### config.mk
export PLATFORM = sky130hd
export DESIGN_NAME = cck_out
export DESIGN_NICKNAME = d
export VERILOG_FILES = /design/src/rtl/cck_pkg.sv /design/src/rtl/cck_out.sv
export SDC_FILE = /design/constraint.sdc
export NUM_CORES = 1
export LEC_CHECK = 0
export ABC_AREA = 1
export BUFFER_PORTS_ARGS = -buffer_cell sky130_fd_sc_hd__buf_2
export CELL_PAD_IN_SITES_DETAIL_PLACEMENT = 0
export CELL_PAD_IN_SITES_GLOBAL_PLACEMENT = 2
export CORE_AREA = 2 2 380 382
export CTS_CLUSTER_SIZE = 20
export DETAILED_ROUTE_END_ITERATION = 6
export DIE_AREA = 0 0 382 384
export PLACE_DENSITY_LB_ADDON = 0.2
export SLEW_MARGIN = 20
export SYNTH_ARGS = -nofsm -noshare
export SYNTH_HDL_FRONTEND = slang
export SYNTH_SLANG_ARGS = --single-unit
### constraint.sdc
create_clock -name i_clk -period 15.5 [get_ports i_clk]
set_clock_uncertainty 0.2 [all_clocks]
set_input_delay 0.775 -clock i_clk [delete_from_list [all_inputs] [get_ports i_clk]]
set_output_delay 0.775 -clock i_clk [all_outputs]
set_load 0.005 [all_outputs]
### src/rtl/cck_pkg.sv
`timescale 1ns / 1ps
// Shared types, constants and functions of the ChaCha20 keystream block unit.
// Depends on nothing; every other file in rtl imports it.
package cck_pkg;

    // Block layout
    localparam int unsigned NUM_WORDS   = 16;
    localparam int unsigned NUM_SLICES  = 8;
    localparam int unsigned NUM_DROUNDS = 10;

    // Quarter-round steps per double round: four column steps, four diagonal steps
    localparam logic [2:0] STEP_LAST = 3'd7;

    // Counter queue between the front and the round pipeline
    localparam int unsigned QUEUE_DEPTH = 2;
    localparam int unsigned QUEUE_AW    = $clog2(QUEUE_DEPTH);

    // Configuration register indexes
    localparam logic [2:0] CFG_KEY_0    = 3'd0;
    localparam logic [2:0] CFG_KEY_1    = 3'd1;
    localparam logic [2:0] CFG_KEY_2    = 3'd2;
    localparam logic [2:0] CFG_KEY_3    = 3'd3;
    localparam logic [2:0] CFG_NONCE_LO = 3'd4;
    localparam logic [2:0] CFG_NONCE_HI = 3'd5;

    typedef logic [31:0] t_word;
    typedef logic [NUM_WORDS-1:0][31:0] t_state;

    // "expand 32-byte k"
    localparam t_word SIGMA [4] = '{32'h61707865, 32'h3320646e, 32'h79622d32, 32'h6b206574};

    typedef struct packed {
        logic [3:0][63:0] key;
        logic [63:0]      nonce_lo;
        logic [31:0]      nonce_hi;
    } t_cfg;

    // One block in flight: working state and its block counter
    typedef struct packed {
        t_state state;
        t_word  ctr;
    } t_blk;

    function automatic t_word cck_rotl(t_word v, int unsigned r);
        return (v << r) | (v >> (32 - r));
    endfunction

    // Starting state: constants, key, counter, nonce
    function automatic t_state cck_init(t_cfg cfg, t_word ctr);
        t_state y;
        for (int i = 0; i < 4; i++) begin
            y[i]             = SIGMA[i];
            y[4'(4 + 2 * i)] = cfg.key[i][31:0];
            y[4'(5 + 2 * i)] = cfg.key[i][63:32];
        end
        y[12] = ctr;
        y[13] = cfg.nonce_lo[31:0];
        y[14] = cfg.nonce_lo[63:32];
        y[15] = cfg.nonce_hi;
        return y;
    endfunction

    // One quarter-round step on all four lanes: one add, one xor, one rotate.
    // Bit 2 of the step picks diagonal lanes, bits 1:0 pick the step.
    function automatic t_state cck_step(t_state x, logic [2:0] s);
        t_state     y;
        logic [1:0] la;
        logic [1:0] lb;
        logic [1:0] lc;
        logic [1:0] ld;
        t_word      sum;
        y = x;
        for (int q = 0; q < 4; q++) begin
            la = 2'(q);
            lb = s[2] ? 2'(q + 1) : 2'(q);
            lc = s[2] ? 2'(q + 2) : 2'(q);
            ld = s[2] ? 2'(q + 3) : 2'(q);
            unique case (s[1:0])
                2'd0: begin
                    sum             = x[{2'b00, la}] + x[{2'b01, lb}];
                    y[{2'b00, la}]  = sum;
                    y[{2'b11, ld}]  = cck_rotl(x[{2'b11, ld}] ^ sum, 16);
                end
                2'd1: begin
                    sum             = x[{2'b10, lc}] + x[{2'b11, ld}];
                    y[{2'b10, lc}]  = sum;
                    y[{2'b01, lb}]  = cck_rotl(x[{2'b01, lb}] ^ sum, 12);
                end
                2'd2: begin
                    sum             = x[{2'b00, la}] + x[{2'b01, lb}];
                    y[{2'b00, la}]  = sum;
                    y[{2'b11, ld}]  = cck_rotl(x[{2'b11, ld}] ^ sum, 8);
                end
                default: begin
                    sum             = x[{2'b10, lc}] + x[{2'b11, ld}];
                    y[{2'b10, lc}]  = sum;
                    y[{2'b01, lb}]  = cck_rotl(x[{2'b01, lb}] ^ sum, 7);
                end
            endcase
        end
        return y;
    endfunction

endpackage

### src/rtl/cck_out.sv
`timescale 1ns / 1ps
// Back end output: adds the starting state and sends the block as eight 64-bit slices.
// Depends on cck_pkg.
module cck_out (
    input  logic          i_clk,
    input  logic          i_rst_n,
    input  cck_pkg::t_cfg i_cfg,
    input  logic          i_in_valid,
    output logic          o_in_ready,
    input  cck_pkg::t_blk i_in_blk,
    output logic          o_out_valid,
    input  logic          i_out_ready,
    output logic [2:0]    o_word_index,
    output logic [63:0]   o_keystream_word,
    output logic          o_last_word
);
    import cck_pkg::*;

    logic       r_full;
    logic [2:0] r_idx;
    t_blk       r_blk;
    t_state     w_init;
    t_word      w_lo;
    t_word      w_hi;
    logic       w_last;
    logic       w_give;
    logic       w_take;

    assign w_last      = (r_idx == 3'(NUM_SLICES - 1));
    assign w_give      = r_full && i_out_ready;
    assign o_in_ready  = !r_full || (w_last && i_out_ready);
    assign w_take      = i_in_valid && o_in_ready;

    // Feed-forward add for the two words of the current slice
    assign w_init           = cck_init(i_cfg, r_blk.ctr);
    assign w_lo             = r_blk.state[{r_idx, 1'b0}] + w_init[{r_idx, 1'b0}];
    assign w_hi             = r_blk.state[{r_idx, 1'b1}] + w_init[{r_idx, 1'b1}];
    assign o_out_valid      = r_full;
    assign o_word_index     = r_idx;
    assign o_keystream_word = {w_hi, w_lo};
    assign o_last_word      = w_last;

    // Slice counter
    always_ff @(posedge i_clk) begin
        if (!i_rst_n) begin
            r_full <= 1'b0;
            r_idx  <= '0;
        end else if (w_take) begin
            r_full <= 1'b1;
            r_idx  <= '0;
        end else if (w_give) begin
            if (w_last) begin
                r_full <= 1'b0;
                r_idx  <= '0;
            end else begin
                r_idx <= r_idx + 3'd1;
            end
        end
    end

    // Hold the finished block until its last slice is taken
    always_ff @(posedge i_clk) begin
        if (w_take) begin
            r_blk <= i_in_blk;
        end
    end

`ifndef SYNTHESIS
    a_slice_order: assert property (@(posedge i_clk) disable iff (!i_rst_n)
        (w_give && !w_last) |=> (r_full && (r_idx == $past(r_idx) + 3'd1)))
        else $error("output slice skipped");
    a_block_restart: assert property (@(posedge i_clk) disable iff (!i_rst_n)
        (w_give && w_last) |=> (r_idx == '0))
        else $error("new block did not start at slice zero");
`endif

endmodule

==> results.json <==
{
  "status": "complete, no violations",
  "sequentialPowerShare": 0.456,
  "crit_top_cell": "nand2_1",
  "synthTopCellsByArea": "edfxtp_1, nand2_1, nor2_1",
  "cts_buffers": 72,
  "grt_pass1_vias": 22880,
  "hp-class": "in -> reg",
  "routedWlPerCell_um": 23.32,
  "switching_share": 0.2586,
  "synth_top_area_share": 0.6149,
  "overflow": 0,
  "crit_required_ns": 14.53,
  "worst_slack_ns": 8.707,
  "clkPwrFrac": 0.419,
  "whs_ns": 0.08129,
  "ys_seq_area_frac": 0.6180,
  "syn-cell-area_mm2": 0.02656,
  "power_density_mw_per_mm2": 110.0,
  "synth_edf_count": 544,
  "post-cts-setup-buffers": 0,
  "crit_path_cell_trace": "inv_4 > nand2_2 > inv_6 > buf_4 > buf_4 > nand2_1 > a41oi_1 > ha_1 > fa_1 > nand3_1 > nand3_1 > nand2_1 > nand2_1 > nand2_1 > nand2_1 > nand2_1 > nand2_1 > nand2_1 > nand2_1 > buf_2",
  "initial_utilization": 0.1860,
  "yosys_warnings": 0,
  "clk_pin_slew_worst_paths_ns": 0.06,
  "fillers": 15790,
  "yosys_register_bits": 548,
  "syn-instance-count": 2676,
  "fp.dieH_um": 384,
  "place_congestion": 0.7708,
  "cp-end-kind": "output port",
  "ys.flop_type": "edfxtp_1",
  "setup-violations-final": 0,
  "power_frac_comb": 0.126,
  "p_leak_nw": 14.93,
  "antenna_found_initial": 72,
  "period_minus_slack_ns": 6.793,
  "rr_worst_depth": 9,
  "synth_fp_nets": 3642,
  "synth_top_cell_by_area": "edfxtp_1",
  "h-tree-depth": 3,
  "rsz0062_at_grt": "false",
  "synthSimpleGateAreaFrac": 0.1933,
  "drt-total-wl_mm": 128.0,
  "grt_pass1_wl_mm": 174.0,
  "die_area_mm2": 0.1467,
  "rr_endpoint": "r_blk[322]",
  "period_share": 0.4383,
  "slowest_delay_ns": 0.53,
  "coreArea_mm2": 0.1428,
  "drv_cap": 0,
  "portBuffers": 841,
  "critPathLaunch": "o_word_index[0]",
  "p_int_w": 0.002876,
  "yosysUniqueCellTypes": 31,
  "final_antenna_net_count": 0,
  "reg2reg_slack_ns": 10.34,
  "startpoint_type": "register",
  "slowest_stage": "inv_4",
  "pre_cts_slack_ns": 9.172,
  "muxShareOfSynthArea": 0,
  "cts-resized-gates": 0,
  "routed_via_density": 4.145,
  "syn_area_per_cell_um2": 9.927,
  "timing.rr.start": "o_word_index[0]",
  "max_freq_ghz": 0.1472,
  "drc_errors": 0,
  "setup_tns_ns": 0,
  "fp-row-count": 139,
  "vias": 22740,
  "synthAdderAreaFrac": 0.03165,
  "regArea_mm2": 0.01642,
  "path_max_fanout": 50,
  "pin_count": 970,
  "multi_input_area_mm2": 0.008678,
  "syn_to_final_growth_pct": 32.71,
  "synth_xor_area_frac": 0.009891,
  "drive_gt1_frac": 0.2767,
  "critPathArrivalTime_ns": 5.82,
  "clockBufferDepth": 3,
  "tightest_slew_ns": 1.164,
  "fp.dieW_um": 382,
  "crit_end": "o_keystream_word[60]",
  "slew_headroom": 0.2187,
  "cts_tree": "done",
  "async_flop_share": 0,
  "insertion_delay_ns": 0.66,
  "crit_type": "reg -> out",
  "first_iter_violations": 1229,
  "cts-hold-fix-buffers": 0,
  "grt_max_degree": 159,
  "clkSinkCount": 548,
  "fin_nets": 4475,
  "synth_compound_area_frac": 0.09119,
  "dr.pass1.iters": 5,
  "dp_hpwl_mm": 97.62,
  "drv_slew": 0,
  "p_sw_w": 0.001003,
  "hold_viol": 0,
  "grt_util_all_layers": 0.1691,
  "synth_top_family_by_area": "simple AND/OR/NAND/NOR gates",
  "cts-root-buf": "clkbuf_16",
  "vdd_drop_max_uv": 73.54
}
-- layout by cell type, fill, tap and decap left out, types with 2 or more instances in the layout --
cell and count:
a211oi_1 6, a21o_1 2, a21oi_1 81, a221oi_1 6, a22oi_1 57, a41oi_1 56, buf_12 4, buf_2 841
buf_4 24, bufinv_16 4, clkbuf_1 10, clkbuf_16 76, clkinv_1 18, clkinv_2 12, clkinv_4 2, clkinvlp_4 4
dfxtp_1 2, dfxtp_4 2, diode_2 21, edfxtp_1 544, fa_1 2, ha_1 64, inv_1 247, inv_2 2
inv_6 4, inv_8 2, nand2_1 863, nand2_2 2, nand3_1 73, nand4_1 64, nor2_1 276, nor2_4 2
nor3_1 11, o21ai_0 98, o21ai_1 24, o21bai_1 4, o221ai_1 38, xor2_1 30
-- area by class of cell --
type	instances	area share
Antenna cell	21	0.001491
Clock buffer	86	0.05501
Clock inverter	42	0.009086
Inverter	255	0.02807
Multi-Input combinational cell	1763	0.2462
Sequential cell	548	0.4659
Tap cell	1903	0.06754
Timing Repair Buffer	869	0.1268
-- power by group through the flow --
stage	Combinational (W)	Clock [W]	Sequential (W)
global route	0.000546	0.00174	0.00178
CTS	0.000505	0.00169	0.00177
global placement	0.000501	0	0.00180
detailed placement	0.000503	0	0.00180
finish	0.000487	0.00162	0.00177
floorplan	0.000220	0	0.00184
-- flip-flops by register name (all words and copies together), names as in the netlist --
| name | flops |
|---|---|
| r_blk | 544 |
| o_out_valid | 1 |
| o_word_index | 3 |
-- how the worst min path moves through the flow --
stage                                from               to  slack [ns]  cells past startpoint
after CTS                   i_in_blk[389]       r_blk[389]       0.002                      1
after floorplan               o_out_valid  o_word_index[1]        0.30                      2
after detailed placement  o_word_index[1]  o_word_index[1]        0.29                      2
after global placement    o_word_index[1]  o_word_index[1]        0.28                      2
final                       i_in_blk[371]       r_blk[371]        0.08                      1
after global routing        i_in_blk[389]       r_blk[389]        0.02                      1
-- per-stage QoR --
| step | cells | total power, W | instance area [um2] | utilization |
|---|---|---|---|---|
| 4_1_cts | 5466 | 0.003964 | 35200 | 0.2465 |
| 5_1_grt | 5475 | 0.004059 | 35220 | 0.2467 |
| 6_report | 5487 | 0.003880 | 35250 | 0.2469 |
| 3_3_place_gp | 5338 | 0.002299 | 32940 | 0.2307 |
| 3_5_place_dp | 5338 | 0.002302 | 32940 | 0.2307 |
| 2_1_floorplan | 2676 | 0.002058 | 26560 | - |
-- per-layer routing --
metal | up-vias | share of wire | track usage
li1 | 10930 | - | -
met1 | 10740 | 0.44 | 0.2180
met2 | 785 | 0.45 | 0.2668
met3 | 212 | 0.084 | 0.06251
met4 | 80 | 0.021 | 0.04192
met5 | - | 0.0040 | 0
-- cells by family (layout without fill, tap and decap cells) --
group                      after synthesis  count (layout)
buffers and inverters                  365            1252
and+or+nand+nor                       1293            1293
AOI/OAI and AO/OA                      374             374
DFF                                    548             548
other                                    0              21
adders and majority gates               66              66
xor gates and xnor gates                30              30
-- synthesized netlist by cell type, types with 30 or more instances --
library cell  instances
a21oi_1              81
a22oi_1              57
a41oi_1              56
buf_2                50
clkbuf_1             41
edfxtp_1            544
ha_1                 64
inv_1               250
nand2_1             863
nand3_1              73
nand4_1              64
nor2_1              278
o21ai_0              98
o221ai_1             38
xor2_1               30
-- worst max-delay path: cells and delay by family (launching register included) --
kind	cells	cell delay, ns
AO/OA/AOI/OAI	1	0.23
adder cells (fa/ha/maj)	2	0.92
buffers and inverters	5	2.06
flip-flops	1	0.46
AND/OR/NAND/NOR	12	1.31
(Power assumes the default switching activity.)
