File: config.mk
export PLATFORM = sky130hd
export DESIGN_NAME = cck_front
export DESIGN_NICKNAME = d
export VERILOG_FILES = /design/src/rtl/cck_pkg.sv /design/src/rtl/cck_front.sv
export SDC_FILE = /design/constraint.sdc
export NUM_CORES = 1
export LEC_CHECK = 0
export BUFFER_PORTS_ARGS = -buffer_cell sky130_fd_sc_hd__buf_2
export CORE_MARGIN = 2
export CORE_UTILIZATION = 30
export DETAILED_ROUTE_END_ITERATION = 16
export PLACE_DENSITY = 0.6
export SETUP_SLACK_MARGIN = 0.2
export SYNTH_ARGS = -nofsm -noshare
export SYNTH_HDL_FRONTEND = slang
export SYNTH_SLANG_ARGS = --single-unit
export TNS_END_PERCENT = 100
File: constraint.sdc
create_clock -name i_clk -period 1.7 [get_ports i_clk]
set_input_delay 0.34 -clock i_clk [delete_from_list [all_inputs] [get_ports i_clk]]
set_output_delay 0.34 -clock i_clk [all_outputs]
set_load 0.01 [all_outputs]
File: src/rtl/cck_pkg.sv
`timescale 1ns / 1ps
// Shared types, constants and functions of the ChaCha20 keystream block unit.
// Depends on nothing; every other file in rtl imports it.
package cck_pkg;

    // Block layout
    localparam int unsigned NUM_WORDS   = 16;
    localparam int unsigned NUM_SLICES  = 8;
    localparam int unsigned NUM_DROUNDS = 10;

    // Quarter-round steps per double round: four column steps, four diagonal steps
    localparam logic [2:0] STEP_LAST = 3'd7;

    // Counter queue between the front and the round pipeline
    localparam int unsigned QUEUE_DEPTH = 2;
    localparam int unsigned QUEUE_AW    = $clog2(QUEUE_DEPTH);

    // Configuration register indexes
    localparam logic [2:0] CFG_KEY_0    = 3'd0;
    localparam logic [2:0] CFG_KEY_1    = 3'd1;
    localparam logic [2:0] CFG_KEY_2    = 3'd2;
    localparam logic [2:0] CFG_KEY_3    = 3'd3;
    localparam logic [2:0] CFG_NONCE_LO = 3'd4;
    localparam logic [2:0] CFG_NONCE_HI = 3'd5;

    typedef logic [31:0] t_word;
    typedef logic [NUM_WORDS-1:0][31:0] t_state;

    // "expand 32-byte k"
    localparam t_word SIGMA [4] = '{32'h61707865, 32'h3320646e, 32'h79622d32, 32'h6b206574};

    typedef struct packed {
        logic [3:0][63:0] key;
        logic [63:0]      nonce_lo;
        logic [31:0]      nonce_hi;
    } t_cfg;

    // One block in flight: working state and its block counter
    typedef struct packed {
        t_state state;
        t_word  ctr;
    } t_blk;

    function automatic t_word cck_rotl(t_word v, int unsigned r);
        return (v << r) | (v >> (32 - r));
    endfunction

    // Starting state: constants, key, counter, nonce
    function automatic t_state cck_init(t_cfg cfg, t_word ctr);
        t_state y;
        for (int i = 0; i < 4; i++) begin
            y[i]             = SIGMA[i];
            y[4'(4 + 2 * i)] = cfg.key[i][31:0];
            y[4'(5 + 2 * i)] = cfg.key[i][63:32];
        end
        y[12] = ctr;
        y[13] = cfg.nonce_lo[31:0];
        y[14] = cfg.nonce_lo[63:32];
        y[15] = cfg.nonce_hi;
        return y;
    endfunction

    // One quarter-round step on all four lanes: one add, one xor, one rotate.
    // Bit 2 of the step picks diagonal lanes, bits 1:0 pick the step.
    function automatic t_state cck_step(t_state x, logic [2:0] s);
        t_state     y;
        logic [1:0] la;
        logic [1:0] lb;
        logic [1:0] lc;
        logic [1:0] ld;
        t_word      sum;
        y = x;
        for (int q = 0; q < 4; q++) begin
            la = 2'(q);
            lb = s[2] ? 2'(q + 1) : 2'(q);
            lc = s[2] ? 2'(q + 2) : 2'(q);
            ld = s[2] ? 2'(q + 3) : 2'(q);
            unique case (s[1:0])
                2'd0: begin
                    sum             = x[{2'b00, la}] + x[{2'b01, lb}];
                    y[{2'b00, la}]  = sum;
                    y[{2'b11, ld}]  = cck_rotl(x[{2'b11, ld}] ^ sum, 16);
                end
                2'd1: begin
                    sum             = x[{2'b10, lc}] + x[{2'b11, ld}];
                    y[{2'b10, lc}]  = sum;
                    y[{2'b01, lb}]  = cck_rotl(x[{2'b01, lb}] ^ sum, 12);
                end
                2'd2: begin
                    sum             = x[{2'b00, la}] + x[{2'b01, lb}];
                    y[{2'b00, la}]  = sum;
                    y[{2'b11, ld}]  = cck_rotl(x[{2'b11, ld}] ^ sum, 8);
                end
                default: begin
                    sum             = x[{2'b10, lc}] + x[{2'b11, ld}];
                    y[{2'b10, lc}]  = sum;
                    y[{2'b01, lb}]  = cck_rotl(x[{2'b01, lb}] ^ sum, 7);
                end
            endcase
        end
        return y;
    endfunction

endpackage

File: src/rtl/cck_front.sv
`timescale 1ns / 1ps
// Front end: takes block counter requests and queues them for the round pipeline.
// Depends on cck_pkg.
module cck_front (
    input  logic           i_clk,
    input  logic           i_rst_n,
    input  logic           i_in_valid,
    output logic           o_in_ready,
    input  cck_pkg::t_word i_block_counter,
    output logic           o_q_valid,
    input  logic           i_q_ready,
    output cck_pkg::t_word o_q_ctr
);
    import cck_pkg::*;

    t_word               r_mem [QUEUE_DEPTH];
    logic [QUEUE_AW-1:0] r_wptr;
    logic [QUEUE_AW-1:0] r_rptr;
    logic [QUEUE_AW:0]   r_count;
    logic                w_push;
    logic                w_pop;

    assign o_in_ready = (r_count != (QUEUE_AW + 1)'(QUEUE_DEPTH));
    assign o_q_valid  = (r_count != '0);
    assign o_q_ctr    = r_mem[r_rptr];
    assign w_push     = i_in_valid && o_in_ready;
    assign w_pop      = o_q_valid && i_q_ready;

    // Advance pointers and occupancy
    always_ff @(posedge i_clk) begin
        if (!i_rst_n) begin
            r_wptr  <= '0;
            r_rptr  <= '0;
            r_count <= '0;
        end else begin
            if (w_push) begin
                r_wptr <= (r_wptr == QUEUE_AW'(QUEUE_DEPTH - 1)) ? '0 : r_wptr + 1'b1;
            end
            if (w_pop) begin
                r_rptr <= (r_rptr == QUEUE_AW'(QUEUE_DEPTH - 1)) ? '0 : r_rptr + 1'b1;
            end
            if (w_push && !w_pop) begin
                r_count <= r_count + (QUEUE_AW + 1)'(1);
            end else if (!w_push && w_pop) begin
                r_count <= r_count - (QUEUE_AW + 1)'(1);
            end
        end
    end

    // Store an incoming counter
    always_ff @(posedge i_clk) begin
        if (w_push) begin
            r_mem[r_wptr] <= i_block_counter;
        end
    end

endmodule

==> results of run 1 <==
-- layout make-up --
cell class / instances / area, µm² / share of cell area, %
sequential: 69 / 2030 / 57.6
clock inverter: 7 / 97.6 / 2.76
clock buffer: 9 / 124 / 3.51
timing repair buffer: 76 / 559 / 15.8
inverter: 1 / 7.51 / 0.213
tap: 105 / 131 / 3.72
multi-input combinational: 50 / 578 / 16.4
-- stage by stage --
stage               hold slack [ns]  total power, mW
finish                        0.186             5.34
global route                  0.156             5.64
CTS                           0.158             5.34
detailed placement            0.532             3.53
global placement              0.529             3.51
floorplan                     0.439             3.02
-- final timing paths --
kind,startpoint,end,slack [ns],cells past startpoint
worst max-delay path,flip-flop,o_q_ctr[21],-0.04,3
worst min-delay path,i_block_counter[14],r_mem[0][14]$_DFFE_PP_,0.19,1
worst max register to register,r_count[0]$_SDFFE_PN0P_,r_count[1]$_SDFFE_PN0P_,0.18,6
worst min register to register,r_count[1]$_SDFFE_PN0P_,r_count[1]$_SDFFE_PN0P_,0.54,2
-- Yosys cell counts, types with 2 or more instances --
cell type	count
and2_1	4
buf_4	3
dfxtp_1	5
edfxtp_1	64
mux2_1	2
mux2_2	30
xnor2_1	2
-- state kept, by name, indices dropped and copies added (netlist names), named ones only --
register,flops
r_wptr,1
r_rptr,1
r_mem,64
r_count,2
-- cell usage in the layout, fill, tap and decap left out, drive strengths merged --
cell type	netlist	routed
buf	3	76
edfxtp	64	64
mux2	32	32
clkbuf	1	9
dfxtp	5	5
and2	4	4
xnor2	2	2
clkinvlp	0	2
bufinv	0	2
inv	1	2
o21ai	2	2
a21boi	2	2
clkinv	0	2
nand2b	1	1
or2	1	1
and3	1	1
nand3b	1	1
a21bo	1	1
xor2	1	1
or3	1	1
ha	1	1
-- power by group through the flow --
stage,Clock (mW),Combinational [mW],Sequential [mW]
6_report,1.46,1.63,2.25
4_1_cts,1.53,1.58,2.24
2_1_floorplan,0,0.799,2.22
3_5_place_dp,0,1.29,2.24
5_1_grt,1.60,1.77,2.27
3_3_place_gp,0,1.28,2.23
-- logic make-up after synthesis --
group | after synthesis | synth area share, %
AOI/OAI and AO/OA | 5 | 1.37
xor gates and xnor gates | 3 | 1.03
adders and majority gates | 1 | 0.490
buffers and inverters | 5 | 1.18
DFF | 69 | 79.3
muxes | 32 | 14.1
and+or+nand+nor | 9 | 2.55
-- repair_timing --
| item | in CTS | in global routing |
|---|---|---|
| cloned | 1 | 0 |
| pin swaps | 0 | 4 |
| setup endpoints to repair | 34 | 34 |
| resized for setup | 32 | 10 |
| buffers inserted | 0 | 1 |
-- worst reg2reg max path, cell delays in order, from the launching register on --
cell and delay, ns:
dfxtp_4 0.37, nand2b_4 0.15, and2_4 0.14, ha_4 0.16, xor2_2 0.17, or3_1 0.35, a21boi_1 0.12
-- layer usage --
| metal | part of all wire [%] | GRT usage [%] | vias up |
|---|---|---|---|
| met4 | 2.5 | 7.14 | 0 |
| met1 | 40 | 12.7 | 698 |
| met3 | 5.2 | 3.52 | 10 |
| met2 | 52 | 17.8 | 43 |
| met5 | 0 | 0 | - |
| li1 | - | - | 650 |
==> summary.md, run 1 <==
| Metric | Value |
|---|---|
| DRC | `0` |
| Status | `finished with violations` |
| Leakage power | `1.33 nW` |
| Fin crit share | `102%` |
| Yosys warnings | `0` |
| Final Hold Fails | `0` |
| Final slew viol count | `0` |
| Crit-path max cell delay | `a little over 0.4 ns` |
| Number of synthesized flops with an enable pin | `64` |
| Worst-Margin Slew | `0.232 ns` |
| Net Sw Power | `1.43 mW` |
| CTS tree | `built` |
| Power density over cell area | `1510 nW/µm²` |
| ANT cells | `0` |
| DR WL/cell | `approximately 15 µm` |
| Dpl cells | `~300` |
| Setup Viol. Count Final | `19` |
| Failing checks | `negative setup slack` |
| GRT Overall Usage | `11.1%` |
| Total number of vias | `1,401` |
| Grt total ovfl | `0` |
| Fill count | `between 700 and 800` |
| Clk root buf | `clkbuf_8` |
| Vias per inst | `4.42` |
| Leading area contributor after synthesis | `edfxtp_1` |
| First-pass GRT wire length | `7.16 mm` |
| Total die area | `9260 µm²` |
| Max stage delay cell, worst path | `dfxtp_4` |
| Max capacitance violation total | `0` |
| Largest net degree at the start of global routing | `33` |
| Post-layout util | `43.0%` |
| Register bit total from synthesis | `~70` |
| Detail Route Antenna Nets | `0` |
| Fmax | `between 500 and 600 MHz` |
| Critical path's top delay family | `flip-flops` |
| Nets@finish | `244` |
| Seq/Total Area, Yosys | `a little under 80%` |
| Post-Syn Area | `2550 µm²` |
| Drt first pass iters | `4` |
| Syn Inst Count | `124` |
| Drt total wl | `between 4 and 5 mm` |
| Clock power share | `27.4%` |
| Number of I/O pins | `70` |
| Synth top area share | `75.3%` |
| Worst EP arrival | `1.40 ns` |
| Initial Util | `between 30% and 40%` |
| Critical Path End Type | `output pin` |
| Sw Share | `26.7%` |
| Main synth FF type | `edfxtp_1` |
| Sequential Power Share | `about 42%` |
| Post-Syn Nets | `161` |
| H-tree Lvls | `3` |
| Clk pin slew, worst setup/hold paths | `0.08 ns` |
| Final instance area | `approximately 3500 µm²` |
| Setup ws final | `-0.0362 ns` |
| Core area | `~8200 µm²` |
| Int Power | `3.91 mW` |
| Critical Path Start Type | `flip-flop` |
| Dpl hpwl | `between 3 and 4 mm` |
| Crit Path Max Fanout | `12` |
| Die Span X | `96.2 µm` |
| Layout cells sized above 1 | `63.2%` |
| Port bufs | `69` |
| Fin cells | `about 320` |
| Min cycle time layout | `1.74 ns` |
| CTS max path bufs | `2` |
| CP Class | `reg -> out` |
| Num CTS Buffers | `9` |
| Layout Area Growth over Synthesis | `38.4%` |
| Initial antenna violation count | `0` |
| Req. time, crit path | `1.36 ns` |
| DRT iter0 DRCs | `30` |
| Synthesized area per cell | `a little over 20 µm²` |
| Synth unique cells | `21` |
| RSZ-0062 raised after global routing | `true` |
| Setup_tns | `-0.404 ns` |
| DP Worst Slack | `0.154 ns` |
| HP Class | `in -> reg` |
| Height of the die | `approximately 96 µm` |
| Critical Path, Cell by Cell | `buf_12, mux2_2, buf_2` |
| Ys async rst share | `0%` |
| CTS sink cnt | `69` |
| Gate power share | `30.5%` |
| Bufs and invs on worst path | `2` |
| Clk_skew | `about 0.0074 ns` |
| Area post-placement | `3080 µm²` |
| Synth top area cells | `edfxtp_1, mux2_2, dfxtp_1` |
| VDD IR max | `0.680 mV` |
| Post-CTS Hold Fix Bufs | `0` |
| Skew-Pair Late Insertion Delay | `0.34 ns` |
| Relative slew slack | `between 80% and 90%` |
| Num rows | `33` |
| Vias in the first global route | `1,463` |
| Gpl congestion | `around 0.65` |
(Power assumes the default switching activity.)
==> run 2, diff against run 1 <==
--- a/config.mk
+++ b/config.mk
@@ -6,10 +6,13 @@
 export NUM_CORES = 1
 export LEC_CHECK = 0
 export BUFFER_PORTS_ARGS = -buffer_cell sky130_fd_sc_hd__buf_2
+export CELL_PAD_IN_SITES_DETAIL_PLACEMENT = 1
+export CELL_PAD_IN_SITES_GLOBAL_PLACEMENT = 1
 export CORE_MARGIN = 2
 export CORE_UTILIZATION = 30
 export DETAILED_ROUTE_END_ITERATION = 16
-export PLACE_DENSITY = 0.6
+export PLACE_DENSITY = 0.68
+export REMOVE_ABC_BUFFERS = 1
 export SETUP_SLACK_MARGIN = 0.2
 export SYNTH_ARGS = -nofsm -noshare
 export SYNTH_HDL_FRONTEND = slang
==> run 2 against run 1 <==
Largest power group unchanged. Worst setup slack better by 0.0053 ns. Maximum frequency rose by 0.31%. Total power is 3.8% lower. The run still ends with negative setup slack left.
==> summary.md, run 2 (synthesis gave the netlist of run 1 again) <==
| Metric | Value |
|---|---|
| ANT cells | `0` |
| Number of I/O pins | `70` |
| Most used routing layer | `met2` |
| RSZ-0062 raised after global routing | `true` |
| Grt met3 use | `4.39%` |
| Leakage power | `between 1 and 1.5 nW` |
| Max capacitance violation total | `0` |
| Grt total ovfl | `0` |
| Initial antenna violation count | `0` |
| Critical Path, Cell by Cell | `buf_12, mux2_2, buf_2` |
| Max stage delay cell, worst path | `dfxtp_4` |
| Skew-Pair Late Insertion Delay | `around 0.33 ns` |
| DP Worst Slack | `0.128 ns` |
| Crit-path max cell delay | `0.41 ns` |
| Setup Viol. Count Final | `11` |
| Fill count | `808` |
| CTS sink cnt | `just under 70` |
| Fraction of met2 tracks used by global routing | `between 10% and 20%` |
| DRT iter0 DRCs | `40` |
| Relative slew slack | `84.7%` |
| Clk root buf | `clkbuf_8` |
| CTS max path bufs | `2` |
| Critical Path Start Type | `flip-flop` |
| Gpl congestion | `0.607` |
| Setup ws final | `-0.0309 ns` |
| Max FFs per register | `64` |
| Detail Route Antenna Nets | `0` |
| Register area | `just over 2000 µm²` |
| Final Hold Slack | `0.193 ns` |
| Core area | `8220 µm²` |
| Worst-Margin Slew | `0.229 ns` |
| First-pass GRT wire length | `a little under 8 mm` |
| Dpl hpwl | `between 3 and 4 mm` |
| Layout cells sized above 1 | `61.6%` |
| GRT met1 Usage | `13.8%` |
| DRC | `0` |
| Fmax | `578 MHz` |
| Num CTS Buffers | `9` |
| Layout Area Growth over Synthesis | `40.3%` |
| Port bufs | `69` |
| Height of the die | `between 90 and 100 µm` |
| GRT Overall Usage | `11.8%` |
| Most frequent cells in the layout | `edfxtp_1, buf_2, buf_6, mux2_4` |
| Min cycle time layout | `between 1.5 and 2 ns` |
| Failing checks | `negative setup slack` |
| Final slew viol count | `0` |
| VDD IR max | `about 0.66 mV` |
| DR WL/cell | `16.5 µm` |
| Vias per inst | `4.37` |
| Clk pin slew, worst setup/hold paths | `roughly 0.07 ns` |
| Largest register by flop count | `r_mem` |
| Biggest registers after layout | `r_mem: 64 flops, r_count: 2 flops` |
| H-tree Lvls | `3` |
| Crit Path Max Fanout | `10` |
| Largest net degree at the start of global routing | `28` |
| Num rows | `33` |
| Worst EP arrival | `1.39 ns` |
| Req. time, crit path | `1.36 ns` |
| Clk_skew | `around 0.0044 ns` |
| Initial Util | `around 31%` |
| Die Span X | `just under 100 µm` |
| Critical Path End Type | `output pin` |
| Nets@finish | `245` |
| CTS tree | `built` |
| Total die area | `9260 µm²` |
| Final Hold Fails | `0` |
| CP Class | `reg -> out` |
| Drt total wl | `5.20 mm` |
| Vias in the first global route | `1,518` |
| Footprint of the multi-input gates | `614 µm²` |
| Fin crit share | `102%` |
| HP Class | `in -> reg` |
| Drt first pass iters | `3` |
| Power density over cell area | `1430 nW/µm²` |
| Total number of vias | `1,381` |
| Commonest non-fill, non-tap cell in the layout | `edfxtp_1` |
| Status | `finished with violations` |
run 2: cell count changes in the layout (fill, tap and decap cells not counted), sizes merged:
| cell | previous run | this run |
|---|---|---|
| buf | 76 | 77 |
| inv | 2 | 1 |
| bufinv | 2 | 0 |
| clkbuf | 9 | 10 |
| clkinv | 2 | 4 |
| clkinvlp | 2 | 0 |
run 2: layout make-up:
cell class,instances,share of cell area [%]
clock inverter,4,0.490
inverter,1,0.105
sequential,69,56.8
timing repair buffer,77,18.2
tap,105,3.67
multi-input combinational,50,17.2
clock buffer,10,3.57
run 2: final timing paths:
check,endpoint,cells past startpoint,slack [ns],startpoint
hold / removal,r_mem[1][15]$_DFFE_PP_,1,0.19,i_block_counter[15]
setup / recovery,o_q_ctr[3],3,-0.03,flip-flop
setup reg to reg,r_count[1]$_SDFFE_PN0P_,6,0.19,r_count[0]$_SDFFE_PN0P_
hold reg to reg,r_count[1]$_SDFFE_PN0P_,2,0.56,r_count[1]$_SDFFE_PN0P_
run 2: power by group:
group / internal (mW) / switching [mW]
combinational: 1.09 / 0.745
sequential: 2.14 / 0.122
clock: 0.498 / 0.536
run 2: routing by layer:
metal | vias up | wire (µm)
met5 | - | 0
met4 | 0 | 61
met3 | 9 | 370
met2 | 47 | 2660
met1 | 680 | 2110
li1 | 645 | -
run 2: worst max-delay path, delay by kind of cell (launching register included):
kind                   cells  cell delay [ns]
DFF                        1             0.41
muxes                      1             0.35
buffers and inverters      2             0.29
run 2: repair_timing:
action | in CTS | in global routing
cloned | 1 | 0
hold buffers | 0 | 0
resized for setup | 54 | 13
setup buffers | 0 | 0
setup endpoints to repair | 34 | 34
pin swaps | 2 | 0
hold endpoints to repair | 0 | 0
run 2: through the flow:
| stage | setup TNS [ns] | utilization [%] | cell area [µm²] | power, mW | std cells |
|---|---|---|---|---|---|
| after floorplan | -4.63 | - | 2520 | 2.98 | 120 |
| after global placement | 0 | 37.6 | 3090 | 3.51 | 301 |
| after detailed placement | 0 | 37.6 | 3090 | 3.54 | 301 |
| after CTS | -0.799 | 42.9 | 3520 | 5.09 | 316 |
| after global routing | -1.48 | 43.6 | 3580 | 5.41 | 316 |
| final | -0.127 | 43.6 | 3580 | 5.13 | 316 |
